`config.mk`:
```
export PLATFORM = sky130hd
export DESIGN_NAME = tdr_queue
export DESIGN_NICKNAME = d
export VERILOG_FILES = /design/src/tdr_pkg.sv /design/src/tdr_queue.sv
export SDC_FILE = /design/constraint.sdc
export NUM_CORES = 1
export LEC_CHECK = 0
export BUFFER_PORTS_ARGS = -buffer_cell sky130_fd_sc_hd__buf_4
export CORE_AREA = 2 2 619 621
export DETAILED_ROUTE_END_ITERATION = 7
export DIE_AREA = 0 0 621 623
export PLACE_DENSITY_LB_ADDON = 0.12
export REMOVE_ABC_BUFFERS = 1
export SETUP_SLACK_MARGIN = 0.2
export SLEW_MARGIN = 5
export SYNTH_ARGS = -nofsm -noshare
export SYNTH_HDL_FRONTEND = slang
export SYNTH_SLANG_ARGS = --single-unit
```
`constraint.sdc`:
```
create_clock -name clk -period 55.5 [get_ports clk]
set_input_delay 8.325 -clock clk [delete_from_list [all_inputs] [get_ports clk]]
set_output_delay 8.325 -clock clk [all_outputs]
set_load 0.01 [all_outputs]
```
`src/tdr_pkg.sv`:
```
`timescale 1ns / 1ps
package tdr_pkg;

	// widths of the setup values
	localparam int WW = 40;   // edge weights and their steps
	localparam int NW = 64;   // depth numerators and quotients
	localparam int AW = 36;   // absolute area and remainders
	localparam int CB = 11;   // pixel coordinates, up to 2047
	localparam int QDEPTH = 2;
	localparam logic [14:0] CNT_MAX = 15'h7FFF;

	typedef enum logic [1:0] {
		REQ_DRAW  = 2'd0,
		REQ_CLEAR = 2'd1,
		REQ_READ  = 2'd2,
		REQ_NONE  = 2'd3
	} req_t;

	typedef enum logic [1:0] {
		F_IDLE,
		F_MUL,
		F_DIV,
		F_PUSH
	} fstate_t;

	typedef enum logic [2:0] {
		B_IDLE,
		B_DRAW,
		B_DRAIN,
		B_CLEAR,
		B_READ,
		B_RDOUT
	} bstate_t;

	// setup steps run by the shared multiplier
	localparam logic [4:0] ST_AREA_A = 5'd0;
	localparam logic [4:0] ST_AREA_B = 5'd1;
	localparam logic [4:0] ST_W0_A   = 5'd2;
	localparam logic [4:0] ST_W0_B   = 5'd3;
	localparam logic [4:0] ST_W1_A   = 5'd4;
	localparam logic [4:0] ST_W1_B   = 5'd5;
	localparam logic [4:0] ST_W2_A   = 5'd6;
	localparam logic [4:0] ST_W2_B   = 5'd7;
	localparam logic [4:0] ST_N0_A   = 5'd8;
	localparam logic [4:0] ST_N0_B   = 5'd9;
	localparam logic [4:0] ST_N0_C   = 5'd10;
	localparam logic [4:0] ST_NX_A   = 5'd11;
	localparam logic [4:0] ST_NX_B   = 5'd12;
	localparam logic [4:0] ST_NX_C   = 5'd13;
	localparam logic [4:0] ST_NY_A   = 5'd14;
	localparam logic [4:0] ST_NY_B   = 5'd15;
	localparam logic [4:0] ST_NY_C   = 5'd16;

	// divisions run after the products
	localparam logic [1:0] DV_N0 = 2'd0;
	localparam logic [1:0] DV_NX = 2'd1;
	localparam logic [1:0] DV_NY = 2'd2;

	typedef struct packed {
		req_t                   kind;
		logic                   degen;
		logic [CB-1:0]          minx;
		logic [CB-1:0]          maxx;
		logic [CB-1:0]          miny;
		logic [CB-1:0]          maxy;
		logic signed [WW-1:0]   w0;
		logic signed [WW-1:0]   w1;
		logic signed [WW-1:0]   w2;
		logic signed [WW-1:0]   sx0;
		logic signed [WW-1:0]   sx1;
		logic signed [WW-1:0]   sx2;
		logic signed [WW-1:0]   sy0;
		logic signed [WW-1:0]   sy1;
		logic signed [WW-1:0]   sy2;
		logic signed [NW-1:0]   q0;
		logic signed [NW-1:0]   qx;
		logic signed [NW-1:0]   qy;
		logic [AW-1:0]          r0;
		logic [AW-1:0]          rx;
		logic [AW-1:0]          ry;
		logic [AW-1:0]          aabs;
		logic signed [31:0]     fill;
		logic                   rd_ok;
		logic [6:0]             rd_col;
		logic [6:0]             rd_row;
	} setup_t;

endpackage

```
`src/tdr_queue.sv`:
```
`timescale 1ns / 1ps
module tdr_queue (
	input  logic              clk,
	input  logic              arst_n,
	input  logic              push,
	input  tdr_pkg::setup_t   wdata,
	output logic              full,
	input  logic              pop,
	output tdr_pkg::setup_t   rdata,
	output logic              empty
);
	import tdr_pkg::*;

	setup_t ent_q [QDEPTH];
	logic wp_q, rp_q;
	logic [1:0] cnt_q;

	assign full = (cnt_q == 2'(QDEPTH));
	assign empty = (cnt_q == 2'd0);
	assign rdata = ent_q[rp_q];

	// entry storage
	always_ff @(posedge clk) begin
		if (push) ent_q[wp_q] <= wdata;
	end

	// pointers and fill level
	always_ff @(posedge clk or negedge arst_n) begin
		if (!arst_n) begin
			wp_q <= 1'b0;
			rp_q <= 1'b0;
			cnt_q <= '0;
		end else begin
			if (push) wp_q <= ~wp_q;
			if (pop) rp_q <= ~rp_q;
			cnt_q <= cnt_q + 2'(push) - 2'(pop);
		end
	end

endmodule

```
==> impl_metrics.yaml <==
outcome:
  status: "finished, final reports clean"
clocking:
  clockBufferDepth: 4
  postCtsSetupBuffers: 0
  root_buffer: "clkbuf_16"
  clkTransAtPathRegs_ns: 0.06
  cts_made_buffers: 198
  clk_latency_ns: 0.86
  ctsHtreeMaxLevel: 4
  cts_tree: "yes"
  postCtsResizedCells: 0
  cts_hold_buffers: 0
  clock_sinks: 1584
detailed_routing:
  dr.pass1.iters: 5
  wirelength_um: 245000
  drt.antenna.violating_nets: 0
  via_count: 30988
  drcViolationCount: 0
  drt-initial-drc-count: 1610
  via_per_inst: 3.29
  wire_per_inst_um: 26.0
global_route:
  overflow: 0
  grt_usage_pct: 12.1
  grt_pass1_wl_um: 316000
  grt_antenna_before_repair: 80
  grt_pass1_vias: 32735
  grt_max_degree: 131
flow_run:
  max-cap-violations: 0
die:
  die_w_um: 621
  start_util_pct: 15.2
  io_pins: 1586
  rows: 227
  die_h_um: 623
  core_area_sq_um: 381000
  die_area_sq_um: 387000
yosys:
  yosys_warnings: 0
  syn_area_sq_um: 57700
  synth_seq_area_share_pct: 82.4
  syn_avg_cell_area_sq_um: 23.3
  netlist_instances: 2473
  synth_cell_types: 12
  ys_ff_latch: 1584
setup_path:
  crit_slowest_cell: "buf_4"
  critPathBufInv: 6
  crit_top_cell: "buf_4"
  ff2ff_path_depth: 6
  critPathLaunchType: "flip-flop"
  crit_arrival_ns: 6.14
  required_ns: 47.18
  worstReg2RegStart: "wp_q$_DFFE_PN0P_"
  rrSetupSlack_ns: 49.75
  cpPeakStageDelay_ns: 0.91
  r2r_end: "ent_q[1][707]$_DFFE_PP_"
  crit_cells: 7
  crit_fanout: 86
  crit_path_end_kind: "output pin"
  path_cells: "buf_4 > buf_4 > buf_4 > buf_4 > buf_4 > mux2_2 > buf_4"
  cp_top_family: "buffers and inverters"
  crit_type: "reg -> out"
place:
  pre_cts_slack_ns: 41.56
  dpl-instance-area_sq_um: 75100
  io_buffers: 1585
  hpwlAfterDp_um: 189000
  dp.cells: 9050
  gp_congestion: 0.836
power_and_ir_drop:
  p_int_mw: 2.91
  swShare_pct: 31.8
  p_comb_share_pct: 32.2
  p_switching_mw: 1.36
  p_leak_nw: 28.9
  power_density_nw_per_um2: 52.5
  seqPwrFrac_pct: 38.8
  peakVddDrop_mv: 0.0324
  clockPowerShare_pct: 29.0
timing:
  slew_headroom_pct: 23.5
  finalSetupTns_ns: 0
  hold_violations: 0
  setup_viol: 0
  rsz0062_at_grt: "no"
  fin_skew_ns: 0.0307
  drv_slew: 0
  fin_ws_ns: 41.03
  fin_crit_ns: 14.47
  max_slew.worst_pin.slew_ns: 1.15
  min_period_over_period_pct: 26.1
  max_freq_mhz: 69.1
min_path:
  min_path_type: "reg -> reg"
  hp-start: "wp_q$_DFFE_PN0P_"
  hold_depth: 1
  hold_end: "wp_q$_DFFE_PN0P_"
finish:
  utilization_pct: 21.4
  nNetsFinal: 5008
  layout.cells.non_filler: 9426
  layout-drive-gt1-share_pct: 61.3
  fin_area_sq_um: 81300
  area_growth_pct: 40.9
==> sequential cells by signal, indices dropped and copies added (netlist names) <==
| signal | count |
|---|---|
| ent_q | 1580 |
| wp_q | 1 |
| rp_q | 1 |
| cnt_q | 2 |
==> Yosys cell counts <==
| library cell | number | area share, % |
|---|---|---|
| and2_1 | 1 | 0.011 |
| buf_6 | 17 | 0.33 |
| clkbuf_8 | 71 | 1.7 |
| dfrtp_1 | 4 | 0.17 |
| edfxtp_1 | 1580 | 82 |
| ha_1 | 2 | 0.043 |
| inv_1 | 2 | 0.013 |
| mux2_2 | 790 | 15 |
| nor2_1 | 1 | 0.0065 |
| nor2b_1 | 2 | 0.022 |
| xor2_1 | 2 | 0.030 |
| xor3_1 | 1 | 0.041 |
==> kinds of logic (layout without fill, tap and decap cells) <==
logic type	Yosys count	count (layout)	share of synthesized area, %
other	0	16	0
multiplexers	790	790	15.4
buffers and inverters	90	1989	2.04
AND/OR/NAND/NOR	4	4	0.0390
flip-flops	1584	1584	82.4
XOR/XNOR	3	3	0.0716
adder cells (fa/ha/maj)	2	2	0.0434
==> power by group through the flow <==
| stage | registers, mW | logic [mW] | clock network, mW |
|---|---|---|---|
| after floorplan | 2.01 | 0.854 | 0 |
| after global placement | 1.68 | 1.43 | 0 |
| after detailed placement | 1.68 | 1.43 | 0 |
| after CTS | 1.66 | 1.43 | 1.30 |
| after global routing | 1.67 | 1.47 | 1.34 |
| final | 1.66 | 1.37 | 1.24 |
==> placed cells by master (no fill, tap or decap) <==
| master | n |
|---|---|
| buf_12 | 2 |
| dfrtp_4 | 1 |
| ha_1 | 2 |
| dfrtp_1 | 3 |
| bufinv_16 | 12 |
| xor3_1 | 1 |
| clkinv_1 | 57 |
| nor2b_1 | 1 |
| inv_1 | 2 |
| nor2b_4 | 1 |
| clkinv_4 | 1 |
| clkbuf_16 | 200 |
| inv_6 | 3 |
| clkbuf_1 | 45 |
| buf_4 | 1625 |
| inv_16 | 1 |
| mux2_2 | 790 |
| and2_4 | 1 |
| xor2_1 | 2 |
| clkinv_2 | 31 |
| diode_2 | 16 |
| clkinv_8 | 3 |
| clkinvlp_4 | 3 |
| nor2_1 | 1 |
| edfxtp_1 | 1580 |
| clkinv_16 | 4 |
==> worst reg2reg max path, cell delays in order, from the launching register on <==
cell,delay [ns]
dfrtp_1,0.43
and2_4,0.64
buf_4,0.93
buf_4,0.76
buf_4,0.92
buf_4,0.76
buf_4,0.86
==> final cells by class <==
cell class	count	area, sq um
flip-flops and latches	1584	47500
diodes	16	40.0
clock buffers	245	5170
multi-input cells	799	8990
clock inverters	115	976
fillers	40210	299000
inverters	2	7.51
repair buffers	1627	12200
well taps	5038	6300
==> layer usage <==
| metal | part of all wire, % | up-vias | global-route usage [%] |
|---|---|---|---|
| met5 | 0.11 | - | 0 |
| li1 | - | 13481 | - |
| met1 | 35 | 15909 | 12.3 |
| met3 | 8.1 | 395 | 4.50 |
| met4 | 3.5 | 42 | 3.97 |
| met2 | 54 | 1161 | 22.6 |
==> through the flow <==
step / hold WS [ns] / total power, mW
3_5_place_dp: 0.542 / 3.11
6_report: 0.556 / 4.27
3_3_place_gp: 0.536 / 3.12
5_1_grt: 0.560 / 4.48
2_1_floorplan: 0.455 / 2.87
4_1_cts: 0.550 / 4.39
==> worst max path at each step <==
stage                               to  slack (ns)        startpoint
2_1_floorplan    ent_q[0][0]$_DFFE_PP_       11.29              push
6_report                    rdata[690]       41.03  rp_q$_DFFE_PN0P_
4_1_cts                     rdata[690]       40.76  rp_q$_DFFE_PN0P_
5_1_grt                     rdata[391]       40.54  rp_q$_DFFE_PN0P_
3_3_place_gp   ent_q[1][347]$_DFFE_PP_       41.56              push
3_5_place_dp   ent_q[1][347]$_DFFE_PP_       41.56              push
(Power assumes the default switching activity.)
