===== src/tdr_pkg.sv =====
`timescale 1ns / 1ps
package tdr_pkg;

	// widths of the setup values
	localparam int WW = 40;   // edge weights and their steps
	localparam int NW = 64;   // depth numerators and quotients
	localparam int AW = 36;   // absolute area and remainders
	localparam int CB = 11;   // pixel coordinates, up to 2047
	localparam int QDEPTH = 2;
	localparam logic [14:0] CNT_MAX = 15'h7FFF;

	typedef enum logic [1:0] {
		REQ_DRAW  = 2'd0,
		REQ_CLEAR = 2'd1,
		REQ_READ  = 2'd2,
		REQ_NONE  = 2'd3
	} req_t;

	typedef enum logic [1:0] {
		F_IDLE,
		F_MUL,
		F_DIV,
		F_PUSH
	} fstate_t;

	typedef enum logic [2:0] {
		B_IDLE,
		B_DRAW,
		B_DRAIN,
		B_CLEAR,
		B_READ,
		B_RDOUT
	} bstate_t;

	// setup steps run by the shared multiplier
	localparam logic [4:0] ST_AREA_A = 5'd0;
	localparam logic [4:0] ST_AREA_B = 5'd1;
	localparam logic [4:0] ST_W0_A   = 5'd2;
	localparam logic [4:0] ST_W0_B   = 5'd3;
	localparam logic [4:0] ST_W1_A   = 5'd4;
	localparam logic [4:0] ST_W1_B   = 5'd5;
	localparam logic [4:0] ST_W2_A   = 5'd6;
	localparam logic [4:0] ST_W2_B   = 5'd7;
	localparam logic [4:0] ST_N0_A   = 5'd8;
	localparam logic [4:0] ST_N0_B   = 5'd9;
	localparam logic [4:0] ST_N0_C   = 5'd10;
	localparam logic [4:0] ST_NX_A   = 5'd11;
	localparam logic [4:0] ST_NX_B   = 5'd12;
	localparam logic [4:0] ST_NX_C   = 5'd13;
	localparam logic [4:0] ST_NY_A   = 5'd14;
	localparam logic [4:0] ST_NY_B   = 5'd15;
	localparam logic [4:0] ST_NY_C   = 5'd16;

	// divisions run after the products
	localparam logic [1:0] DV_N0 = 2'd0;
	localparam logic [1:0] DV_NX = 2'd1;
	localparam logic [1:0] DV_NY = 2'd2;

	typedef struct packed {
		req_t                   kind;
		logic                   degen;
		logic [CB-1:0]          minx;
		logic [CB-1:0]          maxx;
		logic [CB-1:0]          miny;
		logic [CB-1:0]          maxy;
		logic signed [WW-1:0]   w0;
		logic signed [WW-1:0]   w1;
		logic signed [WW-1:0]   w2;
		logic signed [WW-1:0]   sx0;
		logic signed [WW-1:0]   sx1;
		logic signed [WW-1:0]   sx2;
		logic signed [WW-1:0]   sy0;
		logic signed [WW-1:0]   sy1;
		logic signed [WW-1:0]   sy2;
		logic signed [NW-1:0]   q0;
		logic signed [NW-1:0]   qx;
		logic signed [NW-1:0]   qy;
		logic [AW-1:0]          r0;
		logic [AW-1:0]          rx;
		logic [AW-1:0]          ry;
		logic [AW-1:0]          aabs;
		logic signed [31:0]     fill;
		logic                   rd_ok;
		logic [6:0]             rd_col;
		logic [6:0]             rd_row;
	} setup_t;

endpackage


===== src/tdr_front.sv =====
`timescale 1ns / 1ps
module tdr_front #(
	parameter int FB_WIDTH  = 128,
	parameter int FB_HEIGHT = 128
) (
	input  logic                  clk,
	input  logic                  arst_n,
	input  logic                  start,
	output logic                  busy,
	input  logic [1:0]            req_type,
	input  logic signed [15:0]    vertex0_x,
	input  logic signed [15:0]    vertex0_y,
	input  logic signed [23:0]    vertex0_depth,
	input  logic signed [15:0]    vertex1_x,
	input  logic signed [15:0]    vertex1_y,
	input  logic signed [23:0]    vertex1_depth,
	input  logic signed [15:0]    vertex2_x,
	input  logic signed [15:0]    vertex2_y,
	input  logic signed [23:0]    vertex2_depth,
	input  logic [6:0]            read_col,
	input  logic [6:0]            read_row,
	output logic                  push,
	output tdr_pkg::setup_t       rec,
	input  logic                  full
);
	import tdr_pkg::*;

	fstate_t st_q, st_d;
	req_t req_q;
	logic signed [15:0] x0_q, y0_q, x1_q, y1_q, x2_q, y2_q;
	logic signed [23:0] d0_q, d1_q, d2_q;
	logic [6:0] col_q, row_q;

	logic [4:0] step_q;
	logic [1:0] dig_q;
	logic signed [NW-1:0] acc_q;
	logic signed [NW-1:0] area_q, w0_q, w1_q, w2_q, n0_q, nx_q, ny_q;
	logic degen_q, flip_q;

	logic [NW-1:0] dvd_q;
	logic [AW-1:0] rem_q;
	logic dneg_q;
	logic [5:0] dcnt_q;
	logic [1:0] didx_q;
	logic signed [NW-1:0] q0_q, qx_q, qy_q;
	logic [AW-1:0] r0_q, rx_q, ry_q;

	logic accept;
	assign accept = start && !busy;
	assign busy = (st_q != F_IDLE);

	// bounding box, floor of min and ceiling of max, clamped
	function automatic logic [CB-1:0] clampc(input logic signed [16:0] v, input int lim);
		logic [CB-1:0] r;
		if (v < 0) r = '0;
		else if (32'(v) > lim) r = CB'(lim);
		else r = CB'(v);
		return r;
	endfunction

	function automatic logic signed [15:0] min3(input logic signed [15:0] a, b, c);
		logic signed [15:0] t;
		t = (a < b) ? a : b;
		return (t < c) ? t : c;
	endfunction

	function automatic logic signed [15:0] max3(input logic signed [15:0] a, b, c);
		logic signed [15:0] t;
		t = (a > b) ? a : b;
		return (t > c) ? t : c;
	endfunction

	function automatic logic [NW-2:0] dvd_src_mag(input logic signed [NW-1:0] v);
		logic [NW-1:0] m;
		m = v[NW-1] ? NW'(-v) : NW'(v);
		return m[NW-2:0];
	endfunction

	logic signed [16:0] mnx, mxx, mny, mxy;
	logic [CB-1:0] minx, maxx, miny, maxy;
	assign mnx = 17'(min3(x0_q, x1_q, x2_q)) >>> 4;
	assign mny = 17'(min3(y0_q, y1_q, y2_q)) >>> 4;
	assign mxx = (17'(max3(x0_q, x1_q, x2_q)) + 17'sd15) >>> 4;
	assign mxy = (17'(max3(y0_q, y1_q, y2_q)) + 17'sd15) >>> 4;
	assign minx = clampc(mnx, FB_WIDTH - 1);
	assign maxx = clampc(mxx, FB_WIDTH - 1);
	assign miny = clampc(mny, FB_HEIGHT - 1);
	assign maxy = clampc(mxy, FB_HEIGHT - 1);

	// first pixel centre and edge coefficients
	logic signed [17:0] cx, cy;
	logic signed [17:0] ex0, ey0, ex1, ey1, ex2, ey2;
	assign cx = $signed({3'b000, minx, 4'h8});
	assign cy = $signed({3'b000, miny, 4'h8});
	assign ex0 = 18'(x2_q) - 18'(x1_q);
	assign ey0 = 18'(y2_q) - 18'(y1_q);
	assign ex1 = 18'(x0_q) - 18'(x2_q);
	assign ey1 = 18'(y0_q) - 18'(y2_q);
	assign ex2 = 18'(x1_q) - 18'(x0_q);
	assign ey2 = 18'(y1_q) - 18'(y0_q);

	// winding-corrected weights and per-pixel steps
	logic signed [WW-1:0] wf0, wf1, wf2, sx0, sx1, sx2, sy0, sy1, sy2;
	always_comb begin
		wf0 = flip_q ? -WW'(w0_q) : WW'(w0_q);
		wf1 = flip_q ? -WW'(w1_q) : WW'(w1_q);
		wf2 = flip_q ? -WW'(w2_q) : WW'(w2_q);
		sx0 = flip_q ? (WW'(ey0) <<< 4) : -(WW'(ey0) <<< 4);
		sx1 = flip_q ? (WW'(ey1) <<< 4) : -(WW'(ey1) <<< 4);
		sx2 = flip_q ? (WW'(ey2) <<< 4) : -(WW'(ey2) <<< 4);
		sy0 = flip_q ? -(WW'(ex0) <<< 4) : (WW'(ex0) <<< 4);
		sy1 = flip_q ? -(WW'(ex1) <<< 4) : (WW'(ex1) <<< 4);
		sy2 = flip_q ? -(WW'(ex2) <<< 4) : (WW'(ex2) <<< 4);
	end

	// operand select for the shared digit-serial multiplier
	logic signed [24:0] mul_a;
	logic signed [NW-1:0] mul_b;
	always_comb begin
		mul_a = '0;
		mul_b = '0;
		case (step_q)
			ST_AREA_A: begin mul_a = 25'(ex2); mul_b = NW'(18'(y2_q) - 18'(y0_q)); end
			ST_AREA_B: begin mul_a = 25'(ey2); mul_b = NW'(18'(x2_q) - 18'(x0_q)); end
			ST_W0_A:   begin mul_a = 25'(ex0); mul_b = NW'(cy - 18'(y1_q)); end
			ST_W0_B:   begin mul_a = 25'(ey0); mul_b = NW'(cx - 18'(x1_q)); end
			ST_W1_A:   begin mul_a = 25'(ex1); mul_b = NW'(cy - 18'(y2_q)); end
			ST_W1_B:   begin mul_a = 25'(ey1); mul_b = NW'(cx - 18'(x2_q)); end
			ST_W2_A:   begin mul_a = 25'(ex2); mul_b = NW'(cy - 18'(y0_q)); end
			ST_W2_B:   begin mul_a = 25'(ey2); mul_b = NW'(cx - 18'(x0_q)); end
			ST_N0_A:   begin mul_a = 25'(d0_q); mul_b = NW'(wf0); end
			ST_N0_B:   begin mul_a = 25'(d1_q); mul_b = NW'(wf1); end
			ST_N0_C:   begin mul_a = 25'(d2_q); mul_b = NW'(wf2); end
			ST_NX_A:   begin mul_a = 25'(d0_q); mul_b = NW'(sx0); end
			ST_NX_B:   begin mul_a = 25'(d1_q); mul_b = NW'(sx1); end
			ST_NX_C:   begin mul_a = 25'(d2_q); mul_b = NW'(sx2); end
			ST_NY_A:   begin mul_a = 25'(d0_q); mul_b = NW'(sy0); end
			ST_NY_B:   begin mul_a = 25'(d1_q); mul_b = NW'(sy1); end
			ST_NY_C:   begin mul_a = 25'(d2_q); mul_b = NW'(sy2); end
			default:   begin mul_a = '0; mul_b = '0; end
		endcase
	end

	// eight multiplier bits per cycle, sign applied at the end
	logic [24:0] mag;
	logic [7:0] digit;
	logic signed [NW-1:0] part, acc_n, prod, area_n;
	assign mag = mul_a[24] ? 25'(-mul_a) : 25'(mul_a);
	assign digit = 8'(mag >> {dig_q, 3'b000});
	assign part = mul_b * $signed({1'b0, digit});
	assign acc_n = acc_q + (part <<< {dig_q, 3'b000});
	assign prod = mul_a[24] ? -acc_n : acc_n;
	assign area_n = area_q - prod;

	logic mul_done;
	assign mul_done = (st_q == F_MUL) && (dig_q == 2'd2);

	// one quotient bit per cycle
	logic [AW:0] rt;
	logic ge;
	logic [AW-1:0] rem_n;
	logic [NW-1:0] dvd_n;
	logic [AW-1:0] aabs;
	logic signed [NW-1:0] q_fin;
	logic [AW-1:0] r_fin;
	logic signed [NW-1:0] div_src;
	assign aabs = area_q[NW-1] ? AW'(-area_q) : AW'(area_q);
	assign rt = {rem_q, dvd_q[NW-1]};
	assign ge = (rt >= {1'b0, aabs});
	assign rem_n = ge ? AW'(rt - {1'b0, aabs}) : AW'(rt);
	assign dvd_n = {dvd_q[NW-2:0], ge};
	always_comb begin
		if (dneg_q && (rem_n != '0)) begin
			q_fin = -$signed(dvd_n) - 64'sd1;
			r_fin = aabs - rem_n;
		end else if (dneg_q) begin
			q_fin = -$signed(dvd_n);
			r_fin = '0;
		end else begin
			q_fin = $signed(dvd_n);
			r_fin = rem_n;
		end
	end

	logic div_last;
	assign div_last = (st_q == F_DIV) && (dcnt_q == 6'd63);

	always_comb begin
		case (didx_q)
			DV_N0:   div_src = n0_q;
			DV_NX:   div_src = nx_q;
			default: div_src = ny_q;
		endcase
	end

	// next state
	always_comb begin
		st_d = st_q;
		case (st_q)
			F_IDLE: begin
				if (accept) st_d = (req_t'(req_type) == REQ_DRAW) ? F_MUL : F_PUSH;
			end
			F_MUL: begin
				if (mul_done && (step_q == ST_AREA_B) && (area_n == '0)) st_d = F_PUSH;
				else if (mul_done && (step_q == ST_NY_C)) st_d = F_DIV;
			end
			F_DIV: begin
				if (div_last && (didx_q == DV_NY)) st_d = F_PUSH;
			end
			F_PUSH: begin
				if (!full) st_d = F_IDLE;
			end
			default: st_d = F_IDLE;
		endcase
	end

	always_ff @(posedge clk or negedge arst_n) begin
		if (!arst_n) st_q <= F_IDLE;
		else st_q <= st_d;
	end

	// input latch
	always_ff @(posedge clk) begin
		if (accept) begin
			req_q <= req_t'(req_type);
			x0_q <= vertex0_x; y0_q <= vertex0_y; d0_q <= vertex0_depth;
			x1_q <= vertex1_x; y1_q <= vertex1_y; d1_q <= vertex1_depth;
			x2_q <= vertex2_x; y2_q <= vertex2_y; d2_q <= vertex2_depth;
			col_q <= read_col;
			row_q <= read_row;
		end
	end

	// setup sequencer datapath
	always_ff @(posedge clk or negedge arst_n) begin
		if (!arst_n) begin
			step_q <= '0;
			dig_q <= '0;
			dcnt_q <= '0;
			didx_q <= DV_N0;
			degen_q <= 1'b0;
		end else begin
			if (accept) begin
				step_q <= ST_AREA_A;
				dig_q <= '0;
				degen_q <= 1'b0;
			end else if (st_q == F_MUL) begin
				if (mul_done) begin
					dig_q <= '0;
					step_q <= step_q + 5'd1;
					if ((step_q == ST_AREA_B) && (area_n == '0)) degen_q <= 1'b1;
				end else begin
					dig_q <= dig_q + 2'd1;
				end
			end
			if (st_q == F_DIV) dcnt_q <= dcnt_q + 6'd1;
			else dcnt_q <= '0;
			if (st_q != F_DIV) didx_q <= DV_N0;
			else if (div_last) didx_q <= didx_q + 2'd1;
		end
	end

	always_ff @(posedge clk) begin
		if (st_q == F_MUL) begin
			acc_q <= mul_done ? '0 : acc_n;
			if (mul_done) begin
				case (step_q)
					ST_AREA_A: area_q <= prod;
					ST_AREA_B: begin area_q <= area_n; flip_q <= area_n[NW-1]; end
					ST_W0_A:   w0_q <= prod;
					ST_W0_B:   w0_q <= w0_q - prod;
					ST_W1_A:   w1_q <= prod;
					ST_W1_B:   w1_q <= w1_q - prod;
					ST_W2_A:   w2_q <= prod;
					ST_W2_B:   w2_q <= w2_q - prod;
					ST_N0_A:   n0_q <= prod;
					ST_N0_B:   n0_q <= n0_q + prod;
					ST_N0_C:   n0_q <= n0_q + prod;
					ST_NX_A:   nx_q <= prod;
					ST_NX_B:   nx_q <= nx_q + prod;
					ST_NX_C:   nx_q <= nx_q + prod;
					ST_NY_A:   ny_q <= prod;
					ST_NY_B:   ny_q <= ny_q + prod;
					ST_NY_C:   ny_q <= ny_q + prod;
					default:   ;
				endcase
			end
		end else begin
			acc_q <= '0;
		end
		// load the next dividend on entry and after each division
		// magnitude sits at the top so 63 steps consume all of it
		if ((st_q == F_DIV) && (dcnt_q == 6'd0)) begin
			dneg_q <= div_src[NW-1];
			dvd_q <= {dvd_src_mag(div_src), 1'b0};
			rem_q <= '0;
		end
		if ((st_q == F_DIV) && (dcnt_q != 6'd0)) begin
			dvd_q <= dvd_n;
			rem_q <= rem_n;
		end
		if (div_last) begin
			case (didx_q)
				DV_N0:   begin q0_q <= q_fin; r0_q <= r_fin; end
				DV_NX:   begin qx_q <= q_fin; rx_q <= r_fin; end
				default: begin qy_q <= q_fin; ry_q <= r_fin; end
			endcase
		end
	end

	// record handed to the back end
	assign push = (st_q == F_PUSH) && !full;
	always_comb begin
		rec = '0;
		rec.kind   = req_q;
		rec.degen  = degen_q;
		rec.minx   = minx;
		rec.maxx   = maxx;
		rec.miny   = miny;
		rec.maxy   = maxy;
		rec.w0     = wf0;
		rec.w1     = wf1;
		rec.w2     = wf2;
		rec.sx0    = sx0;
		rec.sx1    = sx1;
		rec.sx2    = sx2;
		rec.sy0    = sy0;
		rec.sy1    = sy1;
		rec.sy2    = sy2;
		rec.q0     = q0_q;
		rec.qx     = qx_q;
		rec.qy     = qy_q;
		rec.r0     = r0_q;
		rec.rx     = rx_q;
		rec.ry     = ry_q;
		rec.aabs   = aabs;
		rec.fill   = 32'(d0_q);
		rec.rd_ok  = (32'(col_q) < FB_WIDTH) && (32'(row_q) < FB_HEIGHT);
		rec.rd_col = col_q;
		rec.rd_row = row_q;
	end

endmodule


===== config.mk =====
export PLATFORM = sky130hd
export DESIGN_NAME = tdr_front
export DESIGN_NICKNAME = d
export VERILOG_FILES = /design/src/tdr_pkg.sv /design/src/tdr_front.sv
export SDC_FILE = /design/constraint.sdc
export NUM_CORES = 2
export LEC_CHECK = 0
export ABC_CLOCK_PERIOD_IN_PS = 42500
export BUFFER_PORTS_ARGS = -buffer_cell sky130_fd_sc_hd__buf_2
export CORE_ASPECT_RATIO = 0.5
export CORE_UTILIZATION = 41
export DETAILED_ROUTE_END_ITERATION = 16
export PLACE_DENSITY = 0.57
export SLEW_MARGIN = 20
export SYNTH_ARGS = -nofsm -noshare
export SYNTH_HDL_FRONTEND = slang
export SYNTH_SLANG_ARGS = --single-unit

===== constraint.sdc =====
create_clock -name clk -period 42.5 [get_ports clk]
set_input_delay 6.375 -clock clk [delete_from_list [all_inputs] [get_ports clk]]
set_output_delay 6.375 -clock clk [all_outputs]
set_load 0.005 [all_outputs]

==> qor.csv <==
metric,value,unit
outcome,"complete, no violations",
cts_max_level,3,
grt_pass1_wl,604500,um
gr-total-overflow,0,
die_h,354.9,um
wire_per_inst,26.13,um
ctsResizeCount,0,
synth_cell_types,126,
slowest_delay,0.96,ns
start_kind,flip-flop,
register_area,0.03062,mm^2
syn2layout_area_growth,12.67,%
p_per_area,31.05,mW/mm^2
yosys_most_used_dff,edfxtp_1,
nFillCells,24500,
cp_data_required_time,43.01,ns
synth-seq-cells,1044,
reg2reg_setup_slack,15.70,ns
hold_path_class,flip-flop to flip-flop,
finalNetCount,13940,
cap_violations,0,
wl,419900,um
hpwl,334300,um
max_clock_freq,37.31,MHz
netlist_area,0.1021,mm^2
hold_viol,0,
holdWs,0.4922,ns
highest_layer,met5,
leakagePower,48.58,nW
min_period,26.80,ns
holdPathEnd,dcnt_q[0],
fin_skew,0.06945,ns
r2r-start,x0_q[1],
synth_compound_area_share,20.75,%
grtUsageTotal,32.19,%
tightest_slew,1.264,ns
ctsHoldBuffers,0,
ant_nets,0,
root_buffer,clkbuf_16,
wl_met2,179700,um
cp.arrival,27.31,ns
cp-startpoint,x0_q[1],
synthesis.instances,11790,
peakVddDrop,0.03297,mV
seq_area_frac_synth,29.99,%
boundaryPins,980,
row_count,129,
antenna_found_initial,32,
crit_fanout,37,
fin_util,46.49,%
synth_mux_area_share,1.326,%
slew-limit-headroom,14.84,%
multiInputGateArea,0.06683,mm^2
dieArea,0.2512,mm^2
hold_path_depth,1,
io_buffers,938,
cts_sinks,1044,
post-route-period-util,63.07,%
end_kind,flip-flop,
grt_pass1_vias,88850,
clock_path_buffers,3,
worstSetupPathType,flip-flop to flip-flop,
path_clk_slew,0.07,ns
final_common_cell,nand2_1,
grt_setup_unrepaired,no,
synth_xor_area_share,9.798,%
drc,0,
synth_edf_count,962,
routed-wl-met3,33760,um
cpMaxStageDelayCell,o21ai_0,
setup_viol,0,
vias_per_cell,5.896,
rr_worst_depth,103,
cp_common_cell,o21ai_0,
start_util,41.27,%
min-delay-start,dcnt_q[0],
die_width,707.7,um
clk_latency,0.81,ns
fin_tns_setup,0,ns
drv_slew,0,
cts_setup_buffers,0,
synthAdderAreaFrac,16.09,%
gp_congestion,1.031,
dr_total_vias,94740,
drtIter0Drc,9357,
async_flop_share,1.724,%
yosys.area_share.simple,16.73,%
synth_top_family_by_area,compound AO/OA/AOI/OAI gates,
met1_length,180300,um
layout-drive-gt1-share,12.71,%
drt_pass1_iterations,7,
cts_buffers,107,
core_area,0.2474,mm^2
cts_tree,done,
grt_max_degree,115,
rr_endpoint,n0_q[62],
synth_area_per_cell,8.660,um^2
layout_common_cells,"nand2_1 (1160), nor2_1 (989), edfxtp_1 (962)",
yosysWarningCount,0,
-- power by group --
group / total, mW / internal [mW] / switching [mW]
Combinational: 1.41 / 0.531 / 0.876
Sequential: 1.15 / 1.14 / 0.00165
Clock: 1.02 / 0.543 / 0.476
-- routing by layer --
metal | global-route usage, % | vias to the layer above
met2 | 49.47 | 4008
met3 | 5.898 | 845
met4 | 16.69 | 26
met1 | 43.34 | 45870
li1 | - | 43990
met5 | 0 | -
-- cells by family after synthesis --
logic type      after synthesis
fa+ha+maj                  1159
flops                      1044
other cells                   2
xor+xnor                   1132
simple gates               3621
compound gates             3324
mux                         132
buf+inv                    1377
-- cells in the mapped netlist (all sizes together) (116+ instances only) --
cell	instances	area [um^2]
and3	129	807.0
nand2b	155	969.7
o21ai	824	4135
buf	116	681.9
fa	267	5345
xor2	347	3065
nand3	190	950.9
ha	855	10700
nor2b	127	794.5
nand2	1167	4383
edfxtp	962	28890
nor3	214	1081
nor2	1014	3816
o21bai	156	1171
a21oi	928	4656
inv	855	3209
o21a	116	873.3
xnor2	785	6939
clkbuf	400	1501
or3	119	749.5
a21o	289	2170
-- state kept, by name, summed over array words and instances, names as in the netlist, 40 cells and up --
name and flops:
nx_q 64, ny_q 64, dvd_q 64, qx_q 64, w2_q 40, qy_q 64
n0_q 64, acc_q 64, q0_q 64, w1_q 40, w0_q 40, area_q 64
-- cell type report --
cell class	instances	share of cell area [%]
well taps	3340	3.633
inverters	861	2.810
repair buffers	1178	5.647
clock buffers	123	2.406
multi-input cells	9436	58.09
clock inverters	72	0.7602
diodes	15	0.03263
flip-flops and latches	1044	26.62
-- worst max-delay path by stage --
stage / endpoint / cells after the start
floorplan: nx_q[60] / 106
global placement: n0_q[62] / 103
detailed placement: n0_q[62] / 106
CTS: n0_q[62] / 106
global route: n0_q[62] / 107
finish: n0_q[62] / 103
-- worst max-delay path, delay by kind of cell, from the launching register on --
family	cells	cell delay (ns)
XOR/XNOR	4	0.77
flip-flops	1	0.46
adder cells (fa/ha/maj)	11	4.24
buffers and inverters	9	1.61
AND/OR/NAND/NOR	22	5.87
AO/OA/AOI/OAI	55	13.04
multiplexers	2	0.44
-- metrics by stage --
step           instances  area [um^2]  power, mW  worst slack [ns]
2_1_floorplan      11860       102400      2.169             19.88
3_3_place_gp       15860       111400      2.535             16.68
3_5_place_dp       15860       111400      2.544             16.17
4_1_cts            16050       115000      3.571             16.09
5_1_grt            16060       115000      3.761             13.70
6_report           16070       115000      3.573             15.70
Note: power is estimated with default switching activity, not from simulation.
